File: src/rtl/preset_lift_position_controller_top_assert.svh
// ----------------------------------------------------------------------------
// Assertion macros for the preset lift position controller
// Shared forms for the checks at the end of the top level.
// ----------------------------------------------------------------------------
`ifndef PRESET_LIFT_POSITION_CONTROLLER_TOP_ASSERT_SVH
`define PRESET_LIFT_POSITION_CONTROLLER_TOP_ASSERT_SVH

// same-cycle implication, sampled on clk, off while rst is high
`define PLPC_ASSERT_NOW(label, ante, cons) \
  label: assert property (@(posedge clk) disable iff (rst) (ante) |-> (cons)) \
    else $error("plpc: same-cycle check failed");

// next-cycle implication, sampled on clk, off while rst is high
`define PLPC_ASSERT_NEXT(label, ante, cons) \
  label: assert property (@(posedge clk) disable iff (rst) (ante) |=> (cons)) \
    else $error("plpc: next-cycle check failed");

`endif

File: src/rtl/plpc_pkg.sv
// ----------------------------------------------------------------------------
// plpc_pkg
// Types, register indexes and preset heights for the lift controller.
// ----------------------------------------------------------------------------
package plpc_pkg;

  localparam int IN_WIDTH  = 72;
  localparam int OUT_WIDTH = 56;

  localparam logic [2:0] REG_PRESET_SPEED    = 3'd0;
  localparam logic [2:0] REG_MANUAL_DEADBAND = 3'd1;
  localparam logic [2:0] REG_ARRIVE_WINDOW   = 3'd2;
  localparam logic [2:0] REG_BRAKE_THRESHOLD = 3'd3;
  localparam logic [2:0] REG_DEBOUNCE_TICKS  = 3'd4;

  localparam logic [2:0] TGT_NONE         = 3'd0;
  localparam logic [2:0] TGT_FLOOR        = 3'd1;
  localparam logic [2:0] TGT_LOW_SIDE     = 3'd2;
  localparam logic [2:0] TGT_LOW_CENTRE   = 3'd3;
  localparam logic [2:0] TGT_MID_SIDE     = 3'd4;
  localparam logic [2:0] TGT_MID_CENTRE   = 3'd5;
  localparam logic [2:0] TGT_HIGH_SIDE    = 3'd6;
  localparam logic [2:0] TGT_HIGH_CENTRE  = 3'd7;

  typedef struct packed {
    logic [14:0] preset_speed;
    logic [14:0] manual_deadband;
    logic [15:0] arrive_window;
    logic [14:0] brake_threshold;
    logic [3:0]  debounce_ticks;
  } cfg_t;

  typedef struct packed {
    logic               bottom_limit;
    logic signed [31:0] encoder_raw;
    logic signed [15:0] side_axis;
    logic               high_button;
    logic               mid_button;
    logic               low_button;
    logic               floor_button;
    logic signed [15:0] manual_axis;
  } item_t;

  typedef struct packed {
    logic [3:0]  press_count;
    logic [31:0] zero_offset;
    logic [2:0]  target;
    logic        ready;
    logic        zeroed;
  } state_t;

  typedef struct packed {
    logic signed [15:0] drive_cmd;
    logic               brake_release;
    logic               ready_flag;
    logic               zeroed_flag;
    logic signed [31:0] lift_height;
    logic [2:0]         target_code;
  } result_t;

  function automatic logic signed [17:0] preset_height(input logic [2:0] code);
    logic signed [17:0] h;
    case (code)
      TGT_MID_SIDE:    h = 18'sd1850;
      TGT_MID_CENTRE:  h = 18'sd3760;
      TGT_HIGH_SIDE:   h = 18'sd5080;
      TGT_HIGH_CENTRE: h = 18'sd8310;
      default:         h = 18'sd0;
    endcase
    return h;
  endfunction

endpackage

File: src/rtl/plpc_core.sv
// ----------------------------------------------------------------------------
// plpc_core
// One control tick: debounce and zero, position, target latch, drive, brake.
// ----------------------------------------------------------------------------
module plpc_core #(
  parameter int COUNT_WIDTH = 32
) (
  input  plpc_pkg::item_t   item,
  input  plpc_pkg::state_t  state,
  input  plpc_pkg::cfg_t    cfg,
  output plpc_pkg::state_t  state_next,
  output plpc_pkg::result_t result
);

  localparam int CMP_WIDTH = (COUNT_WIDTH > 18) ? COUNT_WIDTH : 18;

  logic [3:0]                     count_inc;
  logic [31:0]                    offset;
  logic signed [33:0]             diff;
  logic signed [COUNT_WIDTH-1:0]  pos;
  logic signed [CMP_WIDTH-1:0]    pos_ext;
  logic signed [CMP_WIDTH-1:0]    lower;
  logic signed [CMP_WIDTH-1:0]    upper;
  logic signed [17:0]             height;
  logic signed [17:0]             hd_ext;
  logic [2:0]                     code_sel;
  logic [2:0]                     target;
  logic signed [16:0]             axis;
  logic signed [16:0]             md_ext;
  logic signed [16:0]             axis_half;
  logic signed [15:0]             speed;
  logic [15:0]                    mag;
  logic                           ready;
  logic signed [31:0]             height_out;

  always_comb begin
    state_next = state;

    count_inc = (state.press_count == 4'hF) ? 4'hF : state.press_count + 4'd1;
    offset    = state.zero_offset;
    if (item.bottom_limit) begin
      state_next.press_count = count_inc;
      state_next.zeroed      = 1'b1;
      if (count_inc >= cfg.debounce_ticks) begin
        offset = item.encoder_raw;
      end
    end else begin
      state_next.press_count = 4'd0;
    end
    state_next.zero_offset = offset;

    diff    = {{2{offset[31]}}, offset} - {{2{item.encoder_raw[31]}}, item.encoder_raw};
    pos     = COUNT_WIDTH'(diff);
    pos_ext = CMP_WIDTH'(pos);

    if (item.high_button) begin
      code_sel = plpc_pkg::TGT_HIGH_SIDE;
    end else if (item.mid_button) begin
      code_sel = plpc_pkg::TGT_MID_SIDE;
    end else if (item.low_button) begin
      code_sel = plpc_pkg::TGT_LOW_SIDE;
    end else if (item.floor_button) begin
      code_sel = plpc_pkg::TGT_FLOOR;
    end else begin
      code_sel = plpc_pkg::TGT_NONE;
    end
    if (code_sel > plpc_pkg::TGT_FLOOR && !item.side_axis[15]) begin
      code_sel = code_sel + 3'd1;
    end
    target = (item.side_axis != 16'sd0) ? code_sel : state.target;

    height = plpc_pkg::preset_height(target);
    hd_ext = signed'({2'b00, cfg.arrive_window});
    lower  = CMP_WIDTH'(height - hd_ext);
    upper  = CMP_WIDTH'(height + hd_ext);

    axis      = 17'sd0 - {item.manual_axis[15], item.manual_axis};
    md_ext    = signed'({2'b00, cfg.manual_deadband});
    axis_half = axis >>> 1;

    ready = state.ready;
    speed = 16'sd0;
    if (target != plpc_pkg::TGT_NONE) begin
      if (pos_ext < lower) begin
        speed = signed'({1'b0, cfg.preset_speed});
        ready = 1'b0;
      end else if (pos_ext > upper) begin
        speed = 16'sd0 - signed'({1'b0, cfg.preset_speed});
        ready = 1'b1;
      end else begin
        target = plpc_pkg::TGT_NONE;
        ready  = 1'b1;
      end
    end else begin
      if (axis >= md_ext) begin
        speed = (axis > 17'sd32767) ? 16'sh7FFF : axis[15:0];
        ready = 1'b0;
      end else if (axis <= 17'sd0 - md_ext) begin
        speed = axis_half[15:0];
        ready = 1'b0;
      end
    end
    state_next.target = target;
    state_next.ready  = ready;

    mag = speed[15] ? 16'd0 - speed : speed;

    result.drive_cmd     = speed;
    result.brake_release = mag > {1'b0, cfg.brake_threshold};
    result.ready_flag    = ready;
    result.zeroed_flag   = state_next.zeroed;
    result.lift_height   = height_out;
    result.target_code   = target;
  end

  if (COUNT_WIDTH > 32) begin : g_sat
    always_comb begin
      if (pos > COUNT_WIDTH'(33'sh0_7FFF_FFFF)) begin
        height_out = 32'sh7FFF_FFFF;
      end else if (pos < COUNT_WIDTH'(33'sh1_8000_0000)) begin
        height_out = 32'sh8000_0000;
      end else begin
        height_out = 32'(pos);
      end
    end
  end else begin : g_ext
    assign height_out = 32'(pos);
  end

endmodule

File: src/rtl/preset_lift_position_controller_top.sv
// ----------------------------------------------------------------------------
// preset_lift_position_controller_top
// Usage: one input transfer per control tick on the s_ stream carries the
// bottom limit switch, encoder count, side axis, preset buttons and manual
// axis; each produces exactly one result transfer on the m_ stream with the
// motor command, brake release, ready, zeroed, lift height and target code.
// Configuration is written through cfg_wr_en / cfg_index / cfg_data while no
// transfer is in flight; indexes beyond the register list are ignored.
// Pipeline: an input transfer passes through the input register, then the
// result register, whose update raises m_tvalid. Throughput: one transfer
// per cycle while m_tready keeps the result moving, set by the state update
// between the two registers.
// Reset: synchronous rst clears both valid flags, the debounce count, the
// zero offset, the target, the ready and zeroed flags, and loads the
// register defaults.
// Stall: while m_tready is low the result is held and one further transfer
// is taken into the input register; then s_tready drops until the result
// moves on.
// ----------------------------------------------------------------------------
module preset_lift_position_controller_top #(
  parameter int COUNT_WIDTH = 32
) (
  input  logic                           clk,
  input  logic                           rst,
  // bottom_limit, encoder_raw, side_axis, high_button, mid_button,
  // low_button, floor_button, manual_axis, zero pad
  input  logic [plpc_pkg::IN_WIDTH-1:0]  s_tdata,
  input  logic                           s_tvalid,
  output logic                           s_tready,
  // drive_cmd, brake_release, ready_flag, zeroed_flag, lift_height,
  // target_code, zero pad
  output logic [plpc_pkg::OUT_WIDTH-1:0] m_tdata,
  output logic                           m_tvalid,
  input  logic                           m_tready,
  input  logic                           cfg_wr_en,
  input  logic [2:0]                     cfg_index,
  input  logic [15:0]                    cfg_data
);

  plpc_pkg::cfg_t    cfg;
  plpc_pkg::item_t   item_in;
  plpc_pkg::item_t   item;
  plpc_pkg::state_t  state;
  plpc_pkg::state_t  state_next;
  plpc_pkg::result_t result_next;
  plpc_pkg::result_t result;
  logic              item_valid;
  logic              advance;

  assign item_in.bottom_limit = s_tdata[0];
  assign item_in.encoder_raw  = s_tdata[32:1];
  assign item_in.side_axis    = s_tdata[48:33];
  assign item_in.high_button  = s_tdata[49];
  assign item_in.mid_button   = s_tdata[50];
  assign item_in.low_button   = s_tdata[51];
  assign item_in.floor_button = s_tdata[52];
  assign item_in.manual_axis  = s_tdata[68:53];

  assign advance  = item_valid && (!m_tvalid || m_tready);
  assign s_tready = !item_valid || advance;

  always_ff @(posedge clk) begin
    if (rst) begin
      cfg.preset_speed    <= 15'd32767;
      cfg.manual_deadband <= 15'd3277;
      cfg.arrive_window   <= 16'd40;
      cfg.brake_threshold <= 15'd3277;
      cfg.debounce_ticks  <= 4'd5;
    end else if (cfg_wr_en) begin
      case (cfg_index)
        plpc_pkg::REG_PRESET_SPEED:    cfg.preset_speed    <= cfg_data[14:0];
        plpc_pkg::REG_MANUAL_DEADBAND: cfg.manual_deadband <= cfg_data[14:0];
        plpc_pkg::REG_ARRIVE_WINDOW:   cfg.arrive_window   <= cfg_data;
        plpc_pkg::REG_BRAKE_THRESHOLD: cfg.brake_threshold <= cfg_data[14:0];
        plpc_pkg::REG_DEBOUNCE_TICKS:  cfg.debounce_ticks  <= cfg_data[3:0];
        default: ;
      endcase
    end
  end

  always_ff @(posedge clk) begin
    if (rst) begin
      item_valid <= 1'b0;
      m_tvalid   <= 1'b0;
      state      <= '0;
    end else begin
      if (s_tvalid && s_tready) begin
        item_valid <= 1'b1;
      end else if (advance) begin
        item_valid <= 1'b0;
      end
      if (advance) begin
        m_tvalid <= 1'b1;
        state    <= state_next;
      end else if (m_tready) begin
        m_tvalid <= 1'b0;
      end
    end
  end

  always_ff @(posedge clk) begin
    if (s_tvalid && s_tready) begin
      item <= item_in;
    end
    if (advance) begin
      result <= result_next;
    end
  end

  plpc_core #(
    .COUNT_WIDTH (COUNT_WIDTH)
  ) u_core (
    .item       (item),
    .state      (state),
    .cfg        (cfg),
    .state_next (state_next),
    .result     (result_next)
  );

  assign m_tdata = {2'b00, result.target_code, result.lift_height, result.zeroed_flag,
                    result.ready_flag, result.brake_release, result.drive_cmd};

`include "preset_lift_position_controller_top_assert.svh"

  `PLPC_ASSERT_NEXT(a_zeroed_sticky, state.zeroed, state.zeroed)
  `PLPC_ASSERT_NEXT(a_release_clears_count, advance && !item.bottom_limit,
                    state.press_count == 4'd0)
  `PLPC_ASSERT_NOW(a_brake_needs_motion, m_tvalid && result.brake_release,
                   result.drive_cmd != 16'sd0)

endmodule

File: config.mk
export PLATFORM = sky130hd
export DESIGN_NAME = preset_lift_position_controller_top
export DESIGN_NICKNAME = d
export VERILOG_FILES = /design/src/rtl/plpc_pkg.sv /design/src/rtl/plpc_core.sv /design/src/rtl/preset_lift_position_controller_top.sv
export VERILOG_INCLUDE_DIRS = /design/src /design/src/rtl
export SDC_FILE = /design/constraint.sdc
export NUM_CORES = 1
export LEC_CHECK = 0
export ABC_AREA = 1
export BUFFER_PORTS_ARGS = -buffer_cell sky130_fd_sc_hd__buf_2
export CAP_MARGIN = 20
export CORE_MARGIN = 10
export CORE_UTILIZATION = 50
export CTS_CLUSTER_SIZE = 10
export DETAILED_ROUTE_END_ITERATION = 10
export PLACE_DENSITY_LB_ADDON = 0.05
export SLEW_MARGIN = 20
export SYNTH_ARGS = -nofsm -noshare
export SYNTH_HDL_FRONTEND = slang
export SYNTH_SLANG_ARGS = --single-unit
File: constraint.sdc
create_clock -name clk -period 8 [get_ports clk]
set_input_delay 1.6 -clock clk [delete_from_list [all_inputs] [get_ports clk]]
set_output_delay 1.6 -clock clk [all_outputs]
set_load 0.02 [all_outputs]
==> out/results.ini <==
[critical_path]
cp.buffers_inverters = 5
critPathKind = reg2reg
cp_slowest_stage_delay_ns = 0.37
worst_ep_arrival_time_ns = 7.99
cpMaxStageDelayCell = edfxtp_1
path_delay_family = compound AO/OA/AOI/OAI gates
crit_required_ns = 8.44
end_kind = register
r2r_slack_ns = 0.45
path_max_fanout = 6
crit_start = item[34]
r2r-start = item[34]
worstSetupStartpointType = register

[clock_network]
root_buffer = clkbuf_16
tritoncts = done
cts_max_level = 1
numCtsBuffers = 29
clock_sinks = 231
clk_pin_slew_ns = 0.06
clockBufferDepth = 3
ctsHoldBuffers = 0
clk_latency_ns = 0.59

[timing]
fin_crit_sh = 0.944
finalClockSkew_ns = 0.0204
worst_slew_pin_slew_ns = 1.32
setup_viol = 0
relSlewSlack = 0.111
fmax_mhz = 132
whs_ns = 0.468
slew_violations = 0
tns_ns = 0
period_needed_ns = 7.55
hold_viol = 0

[floorplan]
dieArea_mm2 = 0.0402
die_x_um = 201
fp.coreArea_mm2 = 0.0324
pin_count = 154
start_util = 0.503
die_h_um = 201
std_cell_rows = 66

[power_and_ir_drop]
power_uw = 4760
power_density_mw_per_mm2 = 241
ir_drop_v = 0.000172
leakagePower_uw = 0.00954

[global_routing]
antenna_found_initial = 0
grt_pass1_vias = 14100
grt_pass1_wl_um = 73400
grt_usage = 0.222
grt_max_degree = 96
grt_overflow_total = 0

[status]
outcome = finished clean

[synth]
synth_ff_type = edfxtp_1
synth_cell_types = 55
synth-seq-cells = 231
synth.avg_cell_area_um2 = 7.35
syn-cell-area_mm2 = 0.0163
synth-edff-count = 123
ys_warn_count = 0
synth_top_area_share = 0.227
yosys-top-cells-area = edfxtp_1 23%, dfxtp_1 13%, nand2_1 13%
synth_top_area_cell = edfxtp_1
netlist_instances = 2218
synth_seq_area_share = 0.359
async_reset_ff_frac = 0

[drt]
ant_nets = 0
first_iter_violations = 1110
wl_per_cell_um = 16.0
vias_per_cell = 5.17
drc = 0
dr_total_vias = 15200
drt_wl_total_um = 47100
firstDrtPassIters = 5

[hold_path]
worstHoldStart = cfg[3]
hp-class = reg2reg

[finish]
final_common_cell = nand2_1
area_growth_pct = 21.5
antennaDiodeCount = 0
nNetsFinal = 2723
drive_above_1_share = 0.197
final_cell_mix = 516 x nand2_1, 310 x inv_1, 210 x nor2_1, 148 x buf_2, 140 x o21ai_0

[placement]
portBuffers = 148
hpwl_um = 36800
gp_congestion = 0.959

[job]
cap_viol_max_count = 0

[flip-flops by register name, indices dropped and copies added (netlist names)]
register,cells
item,69
cfg,65
m_tdata,54
state,41
item_valid,1
m_tvalid,1
[routing by layer]
metal / track usage / share of wire / vias up
li1: - / - / 7770
met1: 0.319 / 0.48 / 6879
met2: 0.328 / 0.42 / 439
met3: 0.0449 / 0.072 / 78
met4: 0.0676 / 0.028 / 0
met5: 0 / 0 / -
[kinds of logic after synthesis]
group | count (synthesis) | share of synthesized area
simple gates | 995 | 0.257
other cells | 1 | 0.000230
xor+xnor | 78 | 0.0419
fa+ha+maj | 157 | 0.122
flops | 231 | 0.359
buf+inv | 384 | 0.0911
mux | 1 | 0.000614
compound gates | 371 | 0.128
[power by group]
part	switching (µW)	total, µW	internal [µW]	leakage, µW
Sequential	32.9	1410	1380	0.00206
Combinational	1260	2110	847	0.00704
Clock	523	1250	722	0.000432
[stage by stage]
step	instances	utilization	worst slack, ns	instance area, µm²
2_1_floorplan	2219	-	0.771	16300
3_3_place_gp	2840	0.556	0.206	18000
3_5_place_dp	2840	0.556	0.144	18000
4_1_cts	2894	0.584	0.0838	18900
5_1_grt	2935	0.612	-0.0608	19800
6_report	2935	0.612	0.451	19800
[layout make-up]
| cell class | count | area (µm²) |
|---|---|---|
| fillers | 3066 | 12600 |
| inverters | 334 | 1260 |
| flip-flops and latches | 231 | 5860 |
| multi-input cells | 1604 | 9520 |
| clock inverters | 5 | 42.5 |
| well taps | 442 | 553 |
| repair buffers | 270 | 1710 |
| clock buffers | 49 | 852 |
[timing repair]
item | CTS | global route
buffers inserted | 0 | 40
resized for setup | 0 | 163
setup endpoints to repair | 0 | 1
[worst reg2reg max path, delay by kind of cell (launching register included)]
kind	cells	cell delay [ns]
buf+inv	5	0.71
flops	1	0.37
simple gates	21	2.26
compound gates	17	2.76
fa+ha+maj	4	0.95
xor+xnor	2	0.34
[worst paths after layout]
check,to,cells past startpoint
setup / recovery,m_tdata[16],49
setup reg to reg,m_tdata[16],49
hold / removal,cfg[3],2
hold reg to reg,cfg[3],2
[synth_stat cells, types with 3 or more instances]
library cell,count
nand2_1,543
inv_1,319
nor2_1,227
o21ai_0,159
ha_1,154
a21oi_1,133
edfxtp_1,123
nand3_1,111
dfxtp_1,108
xor2_1,67
nand4_1,37
clkbuf_1,36
o211ai_1,27
nor3_1,19
nand2_2,15
inv_2,13
nor2_2,13
o21bai_1,12
xnor2_1,11
o21ai_1,10
buf_2,7
nor4_1,7
nand3b_1,5
o21ai_2,5
a21o_1,4
o21a_1,4
a211oi_1,3
a21oi_2,3
and2_1,3
buf_4,3
buf_6,3
fa_1,3
nand3_2,3
nor3_2,3
Note: power is estimated with default switching activity, not from simulation.
